File: src/rtl/cascaded_biquad_highpass_unit_macros.svh
// Assertion macros shared by the cascaded biquad RTL.
// Included by the modules that carry concurrent assertions; no other dependencies.
`ifndef CASCADED_BIQUAD_HIGHPASS_UNIT_MACROS_SVH
`define CASCADED_BIQUAD_HIGHPASS_UNIT_MACROS_SVH
`ifndef SYNTHESIS
`define CBQ_ASSERT_IMP(lbl, clk, rstn, ante, cons) \
	lbl: assert property (@(posedge clk) disable iff (!rstn) (ante) |-> (cons)) \
		else $error("cbq assertion failed");
`define CBQ_ASSERT_NXT(lbl, clk, rstn, ante, cons) \
	lbl: assert property (@(posedge clk) disable iff (!rstn) (ante) |=> (cons)) \
		else $error("cbq assertion failed");
`else
`define CBQ_ASSERT_IMP(lbl, clk, rstn, ante, cons)
`define CBQ_ASSERT_NXT(lbl, clk, rstn, ante, cons)
`endif
`endif

File: src/rtl/cbq_pkg.sv
// Package for the cascaded biquad filter: widths, register codes and control types.
// Used by every module of the block; depends on nothing.
`default_nettype none
package cbq_pkg;

	localparam int SAMPLE_WIDTH = 24;
	localparam int COEF_WIDTH   = 32;
	localparam int FRAC_BITS    = 28;

	// Sample digit width of the serial multiplier and the resulting digit count.
	localparam int DIGIT  = 8;
	localparam int NDIG   = (SAMPLE_WIDTH + DIGIT - 1) / DIGIT;
	localparam int DIG_CW = $clog2(NDIG);
	localparam int XW     = NDIG * DIGIT;
	localparam int PW     = COEF_WIDTH + XW;
	localparam int AW     = (PW + 3 > FRAC_BITS + SAMPLE_WIDTH + 1) ?
		PW + 3 : FRAC_BITS + SAMPLE_WIDTH + 1;
	localparam int SHW    = AW - FRAC_BITS;

	localparam int CFG_IDX_W = 3;

	// Register indexes; the same codes select the term being multiplied.
	localparam logic [CFG_IDX_W-1:0] REG_B0 = 3'd0;
	localparam logic [CFG_IDX_W-1:0] REG_B1 = 3'd1;
	localparam logic [CFG_IDX_W-1:0] REG_B2 = 3'd2;
	localparam logic [CFG_IDX_W-1:0] REG_A1 = 3'd3;
	localparam logic [CFG_IDX_W-1:0] REG_A2 = 3'd4;

	localparam logic signed [COEF_WIDTH-1:0] COEF_B0_RST = COEF_WIDTH'(64'd1 << FRAC_BITS);

	typedef struct packed {
		logic clear;
		logic add;
		logic sub;
	} acc_ctl_t;

endpackage
`default_nettype wire

File: src/rtl/cbq_digit_mul.sv
// Digit-serial signed multiplier: coefficient times sample, one sample digit per cycle while go or step is high.
// Most significant digit first; depends on cbq_pkg.
`default_nettype none
module cbq_digit_mul import cbq_pkg::*; (
	input  wire logic                          clk,
	input  wire logic                          go,
	input  wire logic                          step,
	input  wire logic signed [SAMPLE_WIDTH-1:0] sample,
	input  wire logic signed [COEF_WIDTH-1:0]  coef,
	output logic signed [PW-1:0]               prod
);

	logic signed [XW-1:0]           x_ext;
	logic        [XW-1:0]           x_q;
	logic        [DIGIT-1:0]        digit;
	logic signed [DIGIT:0]          digit_s;
	logic signed [COEF_WIDTH+DIGIT:0] partial;
	logic signed [PW-1:0]           prod_q;

	assign x_ext   = XW'(sample);
	assign digit   = go ? x_ext[XW-1 -: DIGIT] : x_q[XW-1 -: DIGIT];
	// The leading digit carries the sign; the rest are unsigned.
	assign digit_s = go ? {digit[DIGIT-1], digit} : {1'b0, digit};
	assign partial = coef * digit_s;

	always_ff @(posedge clk) begin
		if (go) begin
			x_q    <= x_ext << DIGIT;
			prod_q <= PW'(partial);
		end else if (step) begin
			x_q    <= x_q << DIGIT;
			prod_q <= (prod_q <<< DIGIT) + PW'(partial);
		end
	end

	assign prod = prod_q;

endmodule
`default_nettype wire

File: src/rtl/cbq_acc.sv
// Full-width accumulator with rounding and saturation to the sample width.
// Takes products from cbq_digit_mul; depends on cbq_pkg.
`default_nettype none
module cbq_acc import cbq_pkg::*; (
	input  wire logic                           clk,
	input  wire acc_ctl_t                       ctl,
	input  wire logic signed [PW-1:0]           prod,
	output logic signed [SAMPLE_WIDTH-1:0]      y
);

	localparam logic signed [SHW-1:0] Y_MAX = SHW'((64'sd1 <<< (SAMPLE_WIDTH - 1)) - 64'sd1);
	localparam logic signed [SHW-1:0] Y_MIN = SHW'(-(64'sd1 <<< (SAMPLE_WIDTH - 1)));

	logic signed [AW-1:0]  acc_q;
	logic signed [SHW-1:0] shifted;

	// Clearing preloads the rounding half so the final shift rounds up at ties.
	always_ff @(posedge clk) begin
		if (ctl.clear) begin
			acc_q <= AW'(64'd1 << (FRAC_BITS - 1));
		end else if (ctl.add) begin
			acc_q <= acc_q + AW'(prod);
		end else if (ctl.sub) begin
			acc_q <= acc_q - AW'(prod);
		end
	end

	assign shifted = acc_q[AW-1:FRAC_BITS];

	always_comb begin
		if (shifted > Y_MAX) begin
			y = Y_MAX[SAMPLE_WIDTH-1:0];
		end else if (shifted < Y_MIN) begin
			y = Y_MIN[SAMPLE_WIDTH-1:0];
		end else begin
			y = shifted[SAMPLE_WIDTH-1:0];
		end
	end

endmodule
`default_nettype wire

File: src/rtl/cascaded_biquad_highpass_unit.sv
// An accepted item runs through section 0 and then section 1; in_ready stays low until
// its result is written, and that write waits while an earlier result is not yet taken.
// The single digit-serial multiplier serves all ten products, NDIG digits each.
// Reset (arst_n low) clears the state machine, the delay lines and the output valid,
// and loads the coefficients with b0 = 1.0 and the others zero.
`default_nettype none
`include "cascaded_biquad_highpass_unit_macros.svh"
module cascaded_biquad_highpass_unit import cbq_pkg::*; (
	input  wire logic                           clk,
	input  wire logic                           arst_n,
	input  wire logic                           cfg_we,
	input  wire logic [CFG_IDX_W-1:0]           cfg_index,
	input  wire logic [COEF_WIDTH-1:0]          cfg_data,
	input  wire logic                           in_valid,
	output logic                                in_ready,
	input  wire logic signed [SAMPLE_WIDTH-1:0] sample_in,
	output logic                                out_valid,
	input  wire logic                           out_ready,
	output logic signed [SAMPLE_WIDTH-1:0]      sample_out
);

	localparam logic [2:0] S_IDLE  = 3'd0;
	localparam logic [2:0] S_FIRST = 3'd1;
	localparam logic [2:0] S_MUL   = 3'd2;
	localparam logic [2:0] S_ACC   = 3'd3;
	localparam logic [2:0] S_FIN   = 3'd4;

	localparam logic [DIG_CW-1:0] DIG_LAST = DIG_CW'(NDIG - 1);

	logic [2:0]                    state_q;
	logic                          sec_q;
	logic [CFG_IDX_W-1:0]          term_q;
	logic [DIG_CW-1:0]             dig_q;
	logic signed [COEF_WIDTH-1:0]  coef_q [5];
	logic signed [SAMPLE_WIDTH-1:0] xd_q [2][2];
	logic signed [SAMPLE_WIDTH-1:0] yd_q [2][2];
	logic signed [SAMPLE_WIDTH-1:0] sec_x_q;
	logic signed [SAMPLE_WIDTH-1:0] out_data_q;
	logic                          out_valid_q;

	logic signed [SAMPLE_WIDTH-1:0] operand;
	logic signed [COEF_WIDTH-1:0]  coef_sel;
	logic signed [PW-1:0]          prod;
	logic signed [SAMPLE_WIDTH-1:0] y;
	acc_ctl_t                      acc_ctl;
	logic                          in_fire;
	logic                          fin_fire;

	assign in_ready = (state_q == S_IDLE);
	assign in_fire  = in_valid && in_ready;
	assign fin_fire = (state_q == S_FIN) && (!sec_q || !out_valid_q || out_ready);

	always_comb begin
		case (term_q)
			REG_B0: begin
				operand  = sec_x_q;
				coef_sel = coef_q[0];
			end
			REG_B1: begin
				operand  = xd_q[sec_q][0];
				coef_sel = coef_q[1];
			end
			REG_B2: begin
				operand  = xd_q[sec_q][1];
				coef_sel = coef_q[2];
			end
			REG_A1: begin
				operand  = yd_q[sec_q][0];
				coef_sel = coef_q[3];
			end
			default: begin
				operand  = yd_q[sec_q][1];
				coef_sel = coef_q[4];
			end
		endcase
	end

	always_comb begin
		acc_ctl.clear = in_fire || (fin_fire && !sec_q);
		acc_ctl.add   = (state_q == S_ACC) && (term_q == REG_B0 || term_q == REG_B1 ||
			term_q == REG_B2);
		acc_ctl.sub   = (state_q == S_ACC) && (term_q == REG_A1 || term_q == REG_A2);
	end

	cbq_digit_mul u_mul (
		.clk    (clk),
		.go     (state_q == S_FIRST),
		.step   (state_q == S_MUL),
		.sample (operand),
		.coef   (coef_sel),
		.prod   (prod)
	);

	cbq_acc u_acc (
		.clk  (clk),
		.ctl  (acc_ctl),
		.prod (prod),
		.y    (y)
	);

	always_ff @(posedge clk or negedge arst_n) begin
		if (!arst_n) begin
			coef_q[0] <= COEF_B0_RST;
			coef_q[1] <= '0;
			coef_q[2] <= '0;
			coef_q[3] <= '0;
			coef_q[4] <= '0;
		end else if (cfg_we) begin
			unique case (cfg_index)
				REG_B0:  coef_q[0] <= cfg_data;
				REG_B1:  coef_q[1] <= cfg_data;
				REG_B2:  coef_q[2] <= cfg_data;
				REG_A1:  coef_q[3] <= cfg_data;
				REG_A2:  coef_q[4] <= cfg_data;
				default: ;
			endcase
		end
	end

	always_ff @(posedge clk or negedge arst_n) begin
		if (!arst_n) begin
			state_q     <= S_IDLE;
			sec_q       <= 1'b0;
			term_q      <= REG_B0;
			dig_q       <= '0;
			out_valid_q <= 1'b0;
			xd_q        <= '{default: '0};
			yd_q        <= '{default: '0};
		end else begin
			if (out_valid_q && out_ready) begin
				out_valid_q <= 1'b0;
			end
			unique case (state_q)
				S_IDLE: begin
					if (in_fire) begin
						sec_q   <= 1'b0;
						term_q  <= REG_B0;
						state_q <= S_FIRST;
					end
				end
				S_FIRST: begin
					dig_q   <= DIG_CW'(1);
					state_q <= (DIG_LAST == '0) ? S_ACC : S_MUL;
				end
				S_MUL: begin
					if (dig_q == DIG_LAST) begin
						state_q <= S_ACC;
					end else begin
						dig_q <= dig_q + DIG_CW'(1);
					end
				end
				S_ACC: begin
					if (term_q == REG_A2) begin
						state_q <= S_FIN;
					end else begin
						term_q  <= term_q + CFG_IDX_W'(1);
						state_q <= S_FIRST;
					end
				end
				S_FIN: begin
					if (fin_fire) begin
						xd_q[sec_q][1] <= xd_q[sec_q][0];
						xd_q[sec_q][0] <= sec_x_q;
						yd_q[sec_q][1] <= yd_q[sec_q][0];
						yd_q[sec_q][0] <= y;
						term_q         <= REG_B0;
						if (sec_q) begin
							out_valid_q <= 1'b1;
							state_q     <= S_IDLE;
						end else begin
							sec_q   <= 1'b1;
							state_q <= S_FIRST;
						end
					end
				end
				default: state_q <= S_IDLE;
			endcase
		end
	end

	always_ff @(posedge clk) begin
		if (in_fire) begin
			sec_x_q <= sample_in;
		end else if (fin_fire && !sec_q) begin
			sec_x_q <= y;
		end
		if (fin_fire && sec_q) begin
			out_data_q <= y;
		end
	end

	assign out_valid  = out_valid_q;
	assign sample_out = out_data_q;

	`CBQ_ASSERT_NXT(a_accept_starts, clk, arst_n, in_fire,
		state_q == S_FIRST && !sec_q && term_q == REG_B0)
	`CBQ_ASSERT_IMP(a_acc_after_digits, clk, arst_n, state_q == S_ACC, dig_q == DIG_LAST)
	`CBQ_ASSERT_IMP(a_result_from_second, clk, arst_n, $rose(out_valid_q),
		$past(state_q) == S_FIN && $past(sec_q))
	`CBQ_ASSERT_IMP(a_term_range, clk, arst_n, state_q != S_IDLE, term_q <= REG_A2)

endmodule
`default_nettype wire

File: config.mk
export PLATFORM = sky130hd
export DESIGN_NAME = cascaded_biquad_highpass_unit
export DESIGN_NICKNAME = d
export VERILOG_FILES = /design/src/rtl/cbq_pkg.sv /design/src/rtl/cbq_digit_mul.sv /design/src/rtl/cbq_acc.sv /design/src/rtl/cascaded_biquad_highpass_unit.sv
export VERILOG_INCLUDE_DIRS = /design/src /design/src/rtl
export SDC_FILE = /design/constraint.sdc
export NUM_CORES = 2
export LEC_CHECK = 0
export CORE_ASPECT_RATIO = 1.2
export CORE_MARGIN = 2
export CORE_UTILIZATION = 60
export CTS_CLUSTER_DIAMETER = 40
export DETAILED_ROUTE_END_ITERATION = 8
export DONT_BUFFER_PORTS = 1
export HOLD_SLACK_MARGIN = 0.06
export PLACE_DENSITY_LB_ADDON = 0.15
export SYNTH_ARGS = -nofsm -noshare
export SYNTH_HDL_FRONTEND = slang
export SYNTH_SLANG_ARGS = --single-unit
export TNS_END_PERCENT = 100
File: constraint.sdc
create_clock -name clk -period 31.7 [get_ports clk]
set_input_delay 4.755 -clock clk [delete_from_list [all_inputs] [get_ports clk]]
set_output_delay 4.755 -clock clk [all_outputs]
set_load 0.05 [all_outputs]
=== After elaboration in Yosys (flattened, before gate mapping) ===
Index checks and enable logic that the tools add are counted.

* Input port bits: 64
* Flip-flop bits (word level): 541
* Output and inout bits: 26
* Word-level logic and storage cells: 133

* Multiply operators: 1
* Mux-type cells: 47
* Add/subtract/negate cells: 5
* Reductions and logical operators: 34
* Order comparisons: 4
* Equal/unequal tests: 18
* Bitwise operators: 1

{| class="wikitable"
|+ Operators by type and width
! cell !! number
|-
| $bwmux 96 || 4
|-
| $mux 48 || 7
|-
| $mux 24 || 7
|-
| $pmux 32 s4 || 1
|-
| $mux 59 || 2
|-
| $mux 56 || 2
|-
| $demux 48 s1 || 2
|-
| $pmux 24 s4 || 1
|-
| $add 59x56->59 || 1
|-
| $sub 59x56->59 || 1
|-
| $add 56x41->56 || 1
|-
| $mul 32x9->41 || 1
|-
| $gt 31x24->1 const B || 1
|-
| $lt 31x24->1 const B || 1
|-
| $mux 3 || 7
|-
| $eq 3x2->1 const B || 6
|-
| $pmux 3 s5 || 1
|-
| $reduce_and 2->1 || 7
|-
| $eq 3x1->1 const B || 3
|-
| $eq 3x3->1 const B || 3
|-
| $logic_not 3->1 || 3
|-
| $mux 9 || 1
|-
| $pmux 3 s3 || 1
|-
| $logic_and 1x1->1 || 8
|-
| other kinds (19) || 38
|}

=== Logic depth before layout (Yosys ltp) ===
* Word-level depth: 11
* Gate-level depth with buffers: 46
* Depth with buffers taken out: 40

=== Modules after synthesis ===
A second synthesis with hierarchy kept.

* Cells, all modules: 3889
* Area, all modules: 40455.0 um^2

{| class="wikitable"
|+ Modules (own cells, without submodules)
! module !! instances !! cells each !! seq. area each (um^2) !! area each (um^2)
|-
| cascaded_biquad_highpass_unit || 1 || 1302 || 10501.3 || 18471.5
|-
| cbq_digit_mul || 1 || 1570 || 2162.1 || 14789.2
|-
| cbq_acc || 1 || 1017 || 1181.1 || 7194.4
|}

=== Least setup slack after synthesis ===
Ideal clock, no wire load.

* Path kind: register -> register
* Start point: register term_q[2]
* End point: register u_mul.prod_q[53], in the netlist u_mul.prod[53] (data pin)
* Path buffers: 9
* Library setup time: 0.271 ns
* Clock period less this slack: 10.196 ns
* Slack: 21.504 ns
* Arrival time: 9.925 ns
* Cell stages (with the launch flop): 41
* Data required time: 31.429 ns
* Cells stage by stage: dfrtp_1 clkbuf_1 inv_1 clkbuf_1 clkbuf_1 clkbuf_1 ha_1 clkbuf_1 buf_1 buf_1 a22oi_1 nand3_1 o21ai_0 nor2_1 fa_1 fa_1 fa_1 fa_1 [5 not listed] nor3_1 nand4_1 o22a_1 o211ai_1 a21oi_1 xnor2_1 ha_1 clkbuf_1 a21o_1 a21o_1 a21oi_1 o21ai_0 a21o_1 a211oi_1 o21bai_1 a31oi_1 xor2_1 o21ai_0

* Longest elaborated chain between the ends: 8
* Elaborated cells between the ends (all ways): 12
* Those cells by class: add/sub (1); mul (1); eq/ne (3); mux (6); reduce/logical (1)

{| class="wikitable"
|+ Ends and longest elaborated chain
! element !! line !! text
|-
| from (decl) || cascaded_biquad_highpass_unit.sv:32 || <nowiki>logic [CFG_IDX_W-1:0] term_q;</nowiki>
|-
| from (signal assigned) || cascaded_biquad_highpass_unit.sv:156 || <nowiki>term_q <= term_q + CFG_IDX_W'(1);</nowiki>
|-
| $eq 3x2->1, or another cell as far along || cascaded_biquad_highpass_unit.sv:54 || <nowiki>case (term_q)</nowiki>
|-
| $pmux 24 s4 || cascaded_biquad_highpass_unit.sv:54 ||
|-
| $mux 8 || cbq_digit_mul.sv:21 || <nowiki>assign digit = go ? x_ext[XW-1 -: DIGIT] : x_q[XW-1 -: DIGIT];</nowiki>
|-
| $mux 9 || cbq_digit_mul.sv:23 || <nowiki>assign digit_s = go ? {digit[DIGIT-1], digit} : {1'b0, digit};</nowiki>
|-
| $mul 32x9->41 * || cbq_digit_mul.sv:24 || <nowiki>assign partial = coef * digit_s;</nowiki>
|-
| $add 56x41->56 || cbq_digit_mul.sv:32 || <nowiki>prod_q <= (prod_q <<< DIGIT) + PW'(partial);</nowiki>
|-
| $mux 56 || cbq_digit_mul.sv:30 || <nowiki>end else if (step) begin</nowiki>
|-
| $mux 56 * || cbq_digit_mul.sv:27 || <nowiki>if (go) begin</nowiki>
|-
| to (signal assigned) || cbq_digit_mul.sv:29 || <nowiki>prod_q <= PW'(partial);</nowiki>
|-
| to (signal assigned) || cbq_digit_mul.sv:32 ||
|-
| to (decl) || cbq_digit_mul.sv:18 || <nowiki>logic signed [PW-1:0] prod_q;</nowiki>
|}

Every way passes the cells marked *; elsewhere a longest branch is shown, timed or not. The select of a mux whose other input is x is not followed.
A chain may end at the register's enable or synchronous reset.

=== Worst setup path in the final report ===
* Start point: register sec_q
* End point: register u_mul.prod_q[55], in the netlist u_mul.prod[55] (data pin)

* Longest elaborated chain between the ends: 11
* Elaborated cells between the ends (all ways): 14
* Those cells by class: add/sub (1); mul (1); mux (11); bitwise (1)

{| class="wikitable"
|+ Ends and longest elaborated chain
! element !! line !! text
|-
| from (decl) || cascaded_biquad_highpass_unit.sv:31 || <nowiki>logic sec_q;</nowiki>
|-
| from (signal assigned) || cascaded_biquad_highpass_unit.sv:123 || <nowiki>sec_q <= 1'b0;</nowiki>
|-
| from (signal assigned) || cascaded_biquad_highpass_unit.sv:136 || <nowiki>sec_q <= 1'b0;</nowiki>
|-
| from (signal assigned) || cascaded_biquad_highpass_unit.sv:171 || <nowiki>sec_q <= 1'b1;</nowiki>
|-
| $not 1->2 (not written as such) * || - ||
|-
| $mux 48 (on tied branches) (3 in a row) || cascaded_biquad_highpass_unit.sv:68, cascaded_biquad_highpass_unit.sv:60 ||
|-
| $pmux 24 s4 * || cascaded_biquad_highpass_unit.sv:54 ||
|-
| $mux 8 * || cbq_digit_mul.sv:21 ||
|-
| $mux 9 * || cbq_digit_mul.sv:23 ||
|-
| $mul 32x9->41 * || cbq_digit_mul.sv:24 ||
|-
| $add 56x41->56 || cbq_digit_mul.sv:32 ||
|-
| $mux 56 || cbq_digit_mul.sv:30 ||
|-
| $mux 56 * || cbq_digit_mul.sv:27 ||
|}

Marks and branches as above.

==> summary.md <==
| Metric | Value |
|---|---|
| CTS Hold Bufs | `0` |
| Max-cap violations | `0` |
| Post-layout net count | `between 4000 and 5000` |
| Simple logic cell fraction of the synthesized area | `0.1193` |
| TritonCTS clock tree | `yes` |
| Min-Delay Startpoint | `u_acc.acc_q[0]` |
| Final hold vios | `0` |
| Ys Warns | `0` |
| CP most frequent cell | `fa_1` |
| Synth Area in Compound Gates | `0.1495` |
| Clk slew on worst S/H paths | `around 60 ps` |
| CP Launch Point | `sec_q` |
| DIE HEIGHT | `roughly 280 µm` |
| Global-route wire length before repair | `roughly 160000 µm` |
| RSZ-0062 raised after global routing | `false` |
| Post-CTS Setup Repair Bufs | `0` |
| Fmax | `between 0.08 and 0.09 GHz` |
| EDFF count, synth | `between 100 and 150` |
| Area Overhead vs Synth | `9.260%` |
| DIE AREA | `about 0.067 mm²` |
| Worst-path fanout max | `43` |
| CP peak stage delay | `just under 700 ps` |
| Transition time of the tightest slew-check pin | `about 1200 ps` |
| Post_cts resized | `0` |
| Post-Synthesis Cells | `3947` |
| Main flop type after synthesis | `dfrtp_1` |
| Setup tns final | `0 ps` |
| Ports | `90` |
| Pin count of the biggest net entering global routing | `about 360` |
| Final setup vio count | `0` |
| Num Clock Sinks | `roughly 540` |
| Avg Vias per Cell | `6.150` |
| Post-route DRC violation count | `0` |
| Post-synth net total | `approximately 4400` |
| Initial antenna violation count | `1` |
| Synth Area in XOR/XNOR | `0.04445` |
| Gpl congestion | `0.9463` |
| Largest family of logic cells by synthesized area | `adder cells` |
| Yosys top cell area share | `0.2327` |
| Slew margin rel. | `0.1990` |
| Final Cycle Share | `0.3674` |
| Longest Clk Path Bufs | `3` |
| Most frequent cells in the layout | `422 x nand2_1, 359 x dfrtp_1, 342 x nor2_1` |
| Fin cells | `4761` |
| Critical path required time | `between 30000 and 40000 ps` |
| DRT Pass-1 Iters | `5` |
| GR Util All Layers | `0.3060` |
| Final wirelength | `a little over 100000 µm` |
| Adder-cell share of the synthesized area | `0.1842` |
| Num CTS Buffers | `between 70 and 80` |
| Antenna viol nets, final | `0` |
| Initial Utilization | `0.6035` |
| Crit Reg-Reg Startpoint | `sec_q` |
| Period minus WS final | `roughly 12000 ps` |
| Die Wd | `~240 µm` |
| Commonest non-fill, non-tap cell in the layout | `nand2_1` |
| Yosys reg bits | `roughly 540` |
| Post-DR wirelength/cell | `between 20 and 25 µm` |
| Crit path capture type | `flip-flop` |
| Status | `finished, final reports clean` |
| Critical path arrival | `around 12000 ps` |
| Synthesized area per cell | `9.835 µm²` |
| Ratio of cells with drive above 1 in the final layout | `0.1354` |
| HP Class | `flip-flop to flip-flop` |
| Post-Place Cells | `between 4000 and 5000` |
| CTS HTree Levels | `3` |
| Clk_lat worst skew | `about 640 ps` |
| Largest area contributor in the netlist | `dfrtp_1` |
| Synth async-reset ratio | `0.6691` |
| Root buffer cell | `clkbuf_16` |
| Detailed placer's ending HPWL | `a little over 70000 µm` |
| Vias in the first global route | `29810` |
| Type of the worst setup path | `flip-flop to flip-flop` |
| Register area share after synthesis | `0.3566` |
| CP Buf/Inv Count | `6` |
| DRT iter0 DRCs | `around 2100` |
| Final antenna diode count | `0` |
| DR vias | `29280` |
| Fill cells | `just over 5000` |
| CP max-delay cell | `buf_4` |
| Worst Clk Skew | `between 50 and 60 ps` |
| Crit path launch type | `flip-flop` |
| Row count | `a little over 100` |
| Crit path max-delay family | `compound AO/OA/AOI/OAI gates` |
| Pins Over Slew Limit | `0` |
| CORE AREA | `between 0.06 and 0.07 mm²` |
| Port Buffers | `0` |
| Post-synthesis mux area share | `0.1041` |
| Post-Syn Area | `approximately 0.039 mm²` |
| Netlist cell types | `82` |
| GRT overflow | `0` |
| Top post-synthesis cells by area | `dfrtp_1 23%, fa_1 12%, edfxtp_1 9.3%` |
[synth_stat cells (46+ instances only)]
| library cell | number |
|---|---|
| nor2_1 | 345 |
| o21a_1 | 46 |
| edfxtp_1 | 120 |
| dfxtp_1 | 59 |
| a21o_1 | 75 |
| xnor2_1 | 121 |
| a22oi_1 | 68 |
| mux2_2 | 301 |
| mux2i_1 | 65 |
| nand3_1 | 69 |
| ha_1 | 197 |
| nand2_1 | 422 |
| fa_1 | 234 |
| a21oi_1 | 297 |
| xor2_1 | 76 |
| clkbuf_1 | 172 |
| inv_1 | 219 |
| o21ai_0 | 219 |
| dfrtp_1 | 361 |
[state kept, by name (all words and copies together) (netlist names)]
register     flops
sample_out      24
yd_q            96
u_acc.acc_q     59
dig_q            2
term_q           3
state_q          3
xd_q            96
coef_q         160
sec_q            1
sec_x_q         24
u_mul.x_q       16
u_mul.prod      56
out_valid        1
[stage by stage]
stage / area [µm²] / setup WS, ps / hold WS, ps / utilization
after floorplan: 38820 / 21500 / 431.5 / -
after global placement: 39530 / 20260 / 441.5 / 0.6146
after detailed placement: 39530 / 20140 / 451.9 / 0.6146
after CTS: 42410 / 20070 / 456.5 / 0.6594
after global routing: 42410 / 19230 / 481.0 / 0.6594
final: 42410 / 20050 / 452.9 / 0.6594
[kinds of logic after synthesis]
kind of cell | Yosys count
buffers and inverters | 429
DFF | 541
adders and majority gates | 431
AOI/OAI and AO/OA | 935
muxes | 366
and+or+nand+nor | 1048
xor gates and xnor gates | 197
[worst min-delay path, delay by kind of cell (launching register included)]
kind               cells  cell delay (ps)
DFF                    1              300
and+or+nand+nor        1               50
AOI/OAI and AO/OA      1               50
[area by class of cell]
| class | instances | area [µm²] | share of cell area |
|---|---|---|---|
| clock inverter | 45 | 635.6 | 0.01499 |
| multi-input combinational | 2977 | 23490 | 0.5537 |
| sequential | 541 | 13850 | 0.3265 |
| tap | 832 | 1041 | 0.02454 |
| inverter | 222 | 833.3 | 0.01965 |
| clock buffer | 101 | 2246 | 0.05295 |
| timing repair buffer | 43 | 322.8 | 0.007611 |
[worst paths after layout]
kind	to	slack (ps)	cells after the start
hold reg to reg	u_acc.acc_q[0]	450	2
min in group asynchronous	yd_q[35]	3810	0
setup reg to reg	u_mul.prod[55]	20050	37
setup / recovery	u_mul.prod[55]	20050	37
hold / removal	u_acc.acc_q[0]	450	2
max in group asynchronous	coef_q[1]	27200	0
[routing by layer]
metal	track usage	vias up	wire length [µm]
li1	-	13670	-
met5	0	-	0
met4	0.1272	0	3993
met3	0.04216	215	5390
met2	0.5428	872	51180
met1	0.3772	14520	40970
Power is not shown: default switching activity piles up to over one toggle a cycle in this logic, so the estimate is an artifact.
